### config.mk
export PLATFORM = sky130hd
export DESIGN_NAME = record_exchange_sort_desc
export DESIGN_NICKNAME = d
export VERILOG_FILES = /design/src/rtl/rxs_pkg.sv /design/src/rtl/record_exchange_sort_desc.sv /design/src/rtl/rxs_seq.sv
export SDC_FILE = /design/constraint.sdc
export NUM_CORES = 2
export LEC_CHECK = 0
export ABC_AREA = 1
export BUFFER_PORTS_ARGS = -buffer_cell sky130_fd_sc_hd__buf_2
export CAP_MARGIN = 20
export CORE_AREA = 2 2 664 666
export CTS_BUF_LIST = sky130_fd_sc_hd__clkbuf_2
export CTS_CLUSTER_SIZE = 30
export DETAILED_ROUTE_END_ITERATION = 10
export DIE_AREA = 0 0 666 668
export GPL_TIMING_DRIVEN = 0
export PLACE_DENSITY = 0.47
export SYNTH_ARGS = -nofsm -noshare
export SYNTH_HDL_FRONTEND = slang
export SYNTH_HIERARCHICAL = 1
export SYNTH_SLANG_ARGS = --single-unit
### constraint.sdc
create_clock -name aclk -period 4.3 [get_ports aclk]
set_input_delay 1.075 -clock aclk [delete_from_list [all_inputs] [get_ports aclk]]
set_output_delay 1.075 -clock aclk [all_outputs]
set_load 0.05 [all_outputs]
### src/rtl/rxs_pkg.sv
// shared types, constants and control word layout for the record exchange sorter
`default_nettype none
package rxs_pkg;

    // capacity and field widths
    localparam int MAX_RECORDS = 64;
    localparam int ADDR_W      = $clog2(MAX_RECORDS);
    localparam int CNT_W       = $clog2(MAX_RECORDS + 1);
    localparam int ID_W        = 16;
    localparam int AGE_W       = 8;
    localparam int KEY_W       = 16;
    localparam int POS_W       = 6;
    localparam int STEP_W      = 3;

    typedef logic [STEP_W-1:0] step_t;

    // microprogram step addresses
    localparam step_t ST_LOAD  = 3'd0;
    localparam step_t ST_ROW   = 3'd1;
    localparam step_t ST_LDCUR = 3'd2;
    localparam step_t ST_CMP   = 3'd3;
    localparam step_t ST_WAIT  = 3'd4;
    localparam step_t ST_EMIT  = 3'd5;
    localparam step_t ST_DONE  = 3'd6;

    // memory read address source
    typedef enum logic [1:0] {
        RD_I,
        RD_J,
        RD_J1
    } rd_sel_t;

    // jump conditions
    typedef enum logic [2:0] {
        C_ALWAYS,
        C_LAST_ACC,
        C_J_END,
        C_J1_END,
        C_OUT_FREE,
        C_LAST_ROW
    } cond_t;

    // one control word of the microprogram
    typedef struct packed {
        logic    in_rdy;
        rd_sel_t rd_sel;
        logic    j_init;
        logic    ld_cur;
        logic    cmp_step;
        logic    emit;
        logic    clr_set;
        cond_t   cond;
        step_t   t_addr;
        step_t   f_addr;
    } ctrl_t;

    // datapath status seen by the sequencer
    typedef struct packed {
        logic last_acc;
        logic j_end;
        logic j1_end;
        logic out_free;
        logic last_row;
    } stat_t;

    // one stored record
    typedef struct packed {
        logic [ID_W-1:0]  id;
        logic [AGE_W-1:0] age;
        logic [KEY_W-1:0] key;
        logic [POS_W-1:0] pos;
    } rec_t;

endpackage
`default_nettype wire

### src/rtl/record_exchange_sort_desc.sv
// top level: record store, exchange sort datapath and result register
//
// Records are loaded one per cycle while s_ready is high; the transfer with
// s_last closes the set. The block then sorts the set in descending score
// order by the plain exchange procedure and delivers each record as soon as
// its position is settled. The sort does one compare per cycle against the
// single read port of the record memory, and delivery can be held back by
// m_ready. s_ready stays low while the set is sorted and delivered. Up to
// 64 records are kept; further records of a set are dropped and m_overflow
// is raised on every result of that set.
`default_nettype none
module record_exchange_sort_desc
    import rxs_pkg::*;
(
    input  wire              aclk,
    input  wire              aresetn,
    input  wire              s_valid,
    output logic             s_ready,
    input  wire [ID_W-1:0]   s_rec_id,
    input  wire [AGE_W-1:0]  s_age,
    input  wire [KEY_W-1:0]  s_score,
    input  wire              s_last,
    output logic             m_valid,
    input  wire              m_ready,
    output logic [ID_W-1:0]  m_out_id,
    output logic [AGE_W-1:0] m_out_age,
    output logic [KEY_W-1:0] m_out_score,
    output logic [POS_W-1:0] m_load_pos,
    output logic             m_final_res,
    output logic             m_overflow
);

    ctrl_t ctrl;
    stat_t stat;

    rec_t mem [MAX_RECORDS];
    rec_t rd_data_reg;
    rec_t cur_reg;
    rec_t cur_next;
    rec_t wr_data;
    rec_t out_reg;
    rec_t out_next;

    logic [ADDR_W-1:0] rd_addr;
    logic [ADDR_W-1:0] wr_addr;
    logic              wr_en;

    logic [CNT_W-1:0]  fill_count_reg;
    logic [CNT_W-1:0]  fill_count_next;
    logic              dropped_reg;
    logic              dropped_next;
    logic [ADDR_W-1:0] i_reg;
    logic [ADDR_W-1:0] i_next;
    logic [CNT_W-1:0]  j_reg;
    logic [CNT_W-1:0]  j_next;
    logic [CNT_W-1:0]  i_plus1;
    logic [CNT_W-1:0]  j_plus1;

    logic m_valid_reg;
    logic m_valid_next;
    logic final_reg;
    logic final_next;
    logic ovf_reg;
    logic ovf_next;

    logic in_xfer;
    logic has_room;
    logic swap;

    rxs_seq u_seq (
        .aclk    (aclk),
        .aresetn (aresetn),
        .stat    (stat),
        .ctrl    (ctrl)
    );

    assign s_ready  = ctrl.in_rdy;
    assign in_xfer  = s_valid && ctrl.in_rdy;
    assign has_room = (fill_count_reg < CNT_W'(MAX_RECORDS));
    assign i_plus1  = CNT_W'(i_reg) + CNT_W'(1);
    assign j_plus1  = j_reg + CNT_W'(1);
    assign swap     = ctrl.cmp_step && (cur_reg.key < rd_data_reg.key);

    // status to the sequencer
    always_comb begin
        stat.last_acc = in_xfer && s_last;
        stat.j_end    = (j_reg == fill_count_reg);
        stat.j1_end   = (j_plus1 == fill_count_reg);
        stat.out_free = !m_valid_reg || m_ready;
        stat.last_row = (i_plus1 == fill_count_reg);
    end

    // read address select
    always_comb begin
        case (ctrl.rd_sel)
            RD_I:    rd_addr = i_reg;
            RD_J:    rd_addr = j_reg[ADDR_W-1:0];
            RD_J1:   rd_addr = j_plus1[ADDR_W-1:0];
            default: rd_addr = i_reg;
        endcase
    end

    // write port: loading a record or moving the held record down on a swap
    always_comb begin
        wr_en = (in_xfer && has_room) || swap;
        if (ctrl.cmp_step) begin
            wr_addr = j_reg[ADDR_W-1:0];
            wr_data = cur_reg;
        end else begin
            wr_addr     = fill_count_reg[ADDR_W-1:0];
            wr_data.id  = s_rec_id;
            wr_data.age = s_age;
            wr_data.key = s_score;
            wr_data.pos = POS_W'(fill_count_reg);
        end
    end

    // record memory with registered read
    always_ff @(posedge aclk) begin
        if (wr_en) begin
            mem[wr_addr] <= wr_data;
        end
        rd_data_reg <= mem[rd_addr];
    end

    // held record of the current row
    always_comb begin
        cur_next = cur_reg;
        if (ctrl.ld_cur || swap) begin
            cur_next = rd_data_reg;
        end
    end

    // fill count, drop flag and loop indices
    always_comb begin
        fill_count_next = fill_count_reg;
        dropped_next    = dropped_reg;
        i_next          = i_reg;
        j_next          = j_reg;
        if (in_xfer) begin
            if (has_room) begin
                fill_count_next = fill_count_reg + CNT_W'(1);
            end else begin
                dropped_next = 1'b1;
            end
        end
        if (ctrl.j_init) begin
            j_next = i_plus1;
        end
        if (ctrl.cmp_step) begin
            j_next = j_plus1;
        end
        if (ctrl.emit) begin
            i_next = i_reg + ADDR_W'(1);
        end
        if (ctrl.clr_set) begin
            fill_count_next = '0;
            dropped_next    = 1'b0;
            i_next          = '0;
        end
    end

    // result register
    always_comb begin
        m_valid_next = m_valid_reg;
        out_next     = out_reg;
        final_next   = final_reg;
        ovf_next     = ovf_reg;
        if (m_ready) begin
            m_valid_next = 1'b0;
        end
        if (ctrl.emit) begin
            m_valid_next = 1'b1;
            out_next     = cur_reg;
            final_next   = stat.last_row;
            ovf_next     = dropped_reg;
        end
    end

    always_ff @(posedge aclk) begin
        if (!aresetn) begin
            fill_count_reg <= '0;
            dropped_reg    <= 1'b0;
            i_reg          <= '0;
            j_reg          <= '0;
            m_valid_reg    <= 1'b0;
        end else begin
            fill_count_reg <= fill_count_next;
            dropped_reg    <= dropped_next;
            i_reg          <= i_next;
            j_reg          <= j_next;
            m_valid_reg    <= m_valid_next;
        end
    end

    // payload registers
    always_ff @(posedge aclk) begin
        cur_reg   <= cur_next;
        out_reg   <= out_next;
        final_reg <= final_next;
        ovf_reg   <= ovf_next;
    end

    assign m_valid     = m_valid_reg;
    assign m_out_id    = out_reg.id;
    assign m_out_age   = out_reg.age;
    assign m_out_score = out_reg.key;
    assign m_load_pos  = out_reg.pos;
    assign m_final_res = final_reg;
    assign m_overflow  = ovf_reg;

    // fill count never passes capacity
    a_fill_bound: assert property (@(posedge aclk) disable iff (!aresetn)
        fill_count_reg <= CNT_W'(MAX_RECORDS))
        else $error("fill count beyond capacity");

    // a compare step only touches stored entries
    a_cmp_range: assert property (@(posedge aclk) disable iff (!aresetn)
        ctrl.cmp_step |-> (j_reg < fill_count_reg))
        else $error("compare index outside the set");

    // a result is only loaded into an empty result register
    a_emit_free: assert property (@(posedge aclk) disable iff (!aresetn)
        ctrl.emit |-> !m_valid_reg)
        else $error("result register overwritten");

    // after the final result the set is cleared before loading resumes
    a_set_clear: assert property (@(posedge aclk) disable iff (!aresetn)
        (ctrl.emit && stat.last_row) |=> ##1 (fill_count_reg == '0) && s_ready)
        else $error("set not cleared after final result");

endmodule
`default_nettype wire

### src/rtl/rxs_seq.sv
// microcode sequencer: step counter, control rom and conditional jumps
`default_nettype none
module rxs_seq
    import rxs_pkg::*;
(
    input  wire        aclk,
    input  wire        aresetn,
    input  wire stat_t stat,
    output ctrl_t      ctrl
);

    step_t pc_reg;
    step_t pc_next;
    logic  taken;

    // control rom
    function automatic ctrl_t ucode(step_t a);
        ctrl_t w;
        w        = '0;
        w.cond   = C_ALWAYS;
        w.rd_sel = RD_I;
        case (a)
            ST_LOAD: begin
                w.in_rdy = 1'b1;
                w.cond   = C_LAST_ACC;
                w.t_addr = ST_ROW;
                w.f_addr = ST_LOAD;
            end
            ST_ROW: begin
                w.rd_sel = RD_I;
                w.j_init = 1'b1;
                w.t_addr = ST_LDCUR;
                w.f_addr = ST_LDCUR;
            end
            ST_LDCUR: begin
                w.rd_sel = RD_J;
                w.ld_cur = 1'b1;
                w.cond   = C_J_END;
                w.t_addr = ST_WAIT;
                w.f_addr = ST_CMP;
            end
            ST_CMP: begin
                w.rd_sel   = RD_J1;
                w.cmp_step = 1'b1;
                w.cond     = C_J1_END;
                w.t_addr   = ST_WAIT;
                w.f_addr   = ST_CMP;
            end
            ST_WAIT: begin
                w.cond   = C_OUT_FREE;
                w.t_addr = ST_EMIT;
                w.f_addr = ST_WAIT;
            end
            ST_EMIT: begin
                w.emit   = 1'b1;
                w.cond   = C_LAST_ROW;
                w.t_addr = ST_DONE;
                w.f_addr = ST_ROW;
            end
            ST_DONE: begin
                w.clr_set = 1'b1;
                w.t_addr  = ST_LOAD;
                w.f_addr  = ST_LOAD;
            end
            default: begin
                w.t_addr = ST_LOAD;
                w.f_addr = ST_LOAD;
            end
        endcase
        return w;
    endfunction

    assign ctrl = ucode(pc_reg);

    // condition select
    always_comb begin
        case (ctrl.cond)
            C_ALWAYS:   taken = 1'b1;
            C_LAST_ACC: taken = stat.last_acc;
            C_J_END:    taken = stat.j_end;
            C_J1_END:   taken = stat.j1_end;
            C_OUT_FREE: taken = stat.out_free;
            C_LAST_ROW: taken = stat.last_row;
            default:    taken = 1'b1;
        endcase
    end

    assign pc_next = taken ? ctrl.t_addr : ctrl.f_addr;

    // step counter
    always_ff @(posedge aclk) begin
        if (!aresetn) begin
            pc_reg <= ST_LOAD;
        end else begin
            pc_reg <= pc_next;
        end
    end

endmodule
`default_nettype wire
==> metrics.csv <==
stage;metric;value;unit
outcome;status;finished with violations;
outcome;violated checks;setup timing;
final_layout;Reg area;92700;sq um
drt;WL/cell;26.5;microns
worst_setup_path;CP Class;flop to flop;
clocking;total clock buffers created by CTS;801;
final_layout;Area Growth Syn to Fin;17.2;%
global_routing;GRT Overall Usage;0.235;
drt;Pre-antenna DRT Iters;6;
drt;DRT iter0 DRCs;12600;
place;dpl cells;18700;
power;cell leakage power;65.8;nW
worst_setup_path;ordered list of cells on the worst path;buf_4, inv_2, nand3_2, inv_1, inv_1, ha_1, buf_4, a21oi_1, a22oi_2, inv_1, buf_4, clkbuf_2, nand3_1, nand3_4, nand2_1;
yosys;Synth Area per Inst;10.7;sq um
drt;drt drc;0;
drt;Via density;4.91;
clocking;Root Buffer;clkbuf_2;
power;Internal Power;0.0536;W
clocking;clk buf depth;4;
yosys;mapped cell area;135000;sq um
drt;number of routed nets with antenna violations;0;
sta;Final Setup Violations;2;
power;Comb pwr share;0.427;
die;Die ar.;445000;sq um
final_layout;fin nets;14000;
sta;actual slew at the worst max-slew pin;1.11;ns
worst_setup_path;sum of buffers and inverters on the critical path;8;
worst_setup_path;family with the most delay on the worst path;buffers and inverters;
clocking;worst-skew pair later-pin latency;2.33;ns
global_routing;initial antenna violation count;63;
sta;slew margin rel.;0.261;
yosys;yosys warns;6;
final_layout;commonest non-fill, non-tap cells in the layout;edfxtp_1 (3038), nand3_1 (2991), nand2_1 (2537);
final_layout;fill count;44000;
power;maximum vdd ir drop;0.483;mV
yosys;Syn Nets;12700;
final_layout;most common cell after layout, fill and taps aside;edfxtp_1;
clocking;CTS tree;done;
worst_setup_path;arrival time at the worst endpoint;6.57;ns
sta;Final Cycle Share;1.01;
sta;setup ws final;-0.0604;ns
yosys;cells after synthesis;12700;
die;Initial Utilization;0.309;
power;Psw;0.0460;W
final_layout;fin cells;20300;
die;die width;666;microns
die;die height;668;microns
job;Max Cap Viol;0;
place;hpwl dp;375;mm
power;Clock power frac;0.217;
sta;Final Skew;0.169;ns
sta;setup TNS;-0.0994;ns
global_routing;number of global-route vias before repair;92600;
place;GP Congestion;0.978;
power;switching part of the total;0.462;
clocking;htree depth;6;
hold_path;Hold Path Class;primary input to flop;
final_layout;share of layout cells above drive strength 1;0.174;
worst_setup_path;crit-path max FO;10;
power;pwr dens;629;nW/um^2
final_layout;area of the multi-input gates;31900;sq um
sta;Max Fclk;229;MHz
final_layout;Largest register FFs;2944;
die;Core Box Area;437000;sq um
sta;Slew Limit Fails;0;
sta;Hold Vio Cnt, Final;0;
sta;RSZ-0062 raised after global routing;yes;
power;sequential power share;0.356;
die;Top Ports;95;
global_routing;first-pass GRT wire length;730;mm
worst_setup_path;Worst path slowest cell;clkbuf_2;
worst_setup_path;Crit path required time;6.51;ns
die;Core Rows;243;
clocking;clk slew on worst S/H paths;0.09;ns
worst_setup_path;Critical Path End Type;flop;
place;Port Buf Inserts;94;
sta;min cycle time layout;4.36;ns
global_routing;total grt overflow;0;
clocking;CTS sink cnt;3109;
drt;routed vias;99600;
drt;Post-Route WL;538;mm
global_routing;largest net degree at the start of global routing;65;
worst_setup_path;max incr delay on CP;0.65;ns
worst_setup_path;Startpoint Class;flop;
[metrics by stage]
stage	area [sq um]	power, W	hold slack [ns]	util	worst slack (ns)
3_5_place_dp	148000	0.0760	0.390	0.338	-1.99
5_1_grt	158000	0.103	0.237	0.362	-0.00257
4_1_cts	158000	0.0991	0.0110	0.361	-0.174
2_1_floorplan	135000	0.0552	0.386	-	-0.397
3_3_place_gp	143000	0.0755	0.388	0.327	-7.02
6_report	159000	0.0997	0.231	0.363	-0.0604
[timing repair]
action	CTS	global route
pin swaps	37	16
endpoints found under the setup margin	712	917
gates resized for setup	403	108
buffers inserted	55	28
gates cloned	0	3
hold buffers	78	0
endpoints found under the hold margin	2585	0
[layer usage]
layer,track usage,wire length [microns],vias up
met1,0.314,224000,48900
li1,-,-,45100
met4,0.106,26600,4
met5,0,389,-
met2,0.366,239000,4583
met3,0.0492,47700,949
[power groups by stage]
stage | clock network, W | registers [W] | logic, W
floorplan | 0 | 0.0362 | 0.0190
global placement | 0 | 0.0366 | 0.0389
detailed placement | 0 | 0.0362 | 0.0398
CTS | 0.0220 | 0.0355 | 0.0416
global route | 0.0235 | 0.0355 | 0.0442
finish | 0.0216 | 0.0355 | 0.0426
[worst register-to-register path: stages (launching register included)]
cell,delay [ns]
dfxtp_1,0.30
buf_4,0.16
inv_2,0.14
nand3_2,0.19
inv_1,0.13
inv_1,0.05
ha_1,0.27
buf_4,0.19
a21oi_1,0.07
a22oi_2,0.53
inv_1,0.30
buf_4,0.33
clkbuf_2,0.65
nand3_1,0.39
nand3_4,0.30
nand2_1,0.27
[final cells by class]
| class | instances | share of cell area |
|---|---|---|
| sequential | 3109 | 0.585 |
| multi-input combinational | 6408 | 0.201 |
| inverter | 2400 | 0.0570 |
| tap | 5757 | 0.0454 |
| timing repair buffer | 445 | 0.0394 |
| clock buffer | 1247 | 0.0394 |
| buffer | 743 | 0.0256 |
| clock inverter | 139 | 0.00713 |
| antenna | 36 | 0.000568 |
[final timing paths]
path	start	to	slack, ns	cells after the start
setup reg to reg	u_seq/pc_reg[2]	rd_data_reg[20]	-0.06	15
hold reg to reg	rd_data_reg[7]	cur_reg[7]	0.38	0
setup / recovery	u_seq/pc_reg[2]	rd_data_reg[20]	-0.06	15
hold / removal	s_score[10]	mem[57][16]	0.23	4
(Power assumes the default switching activity.)
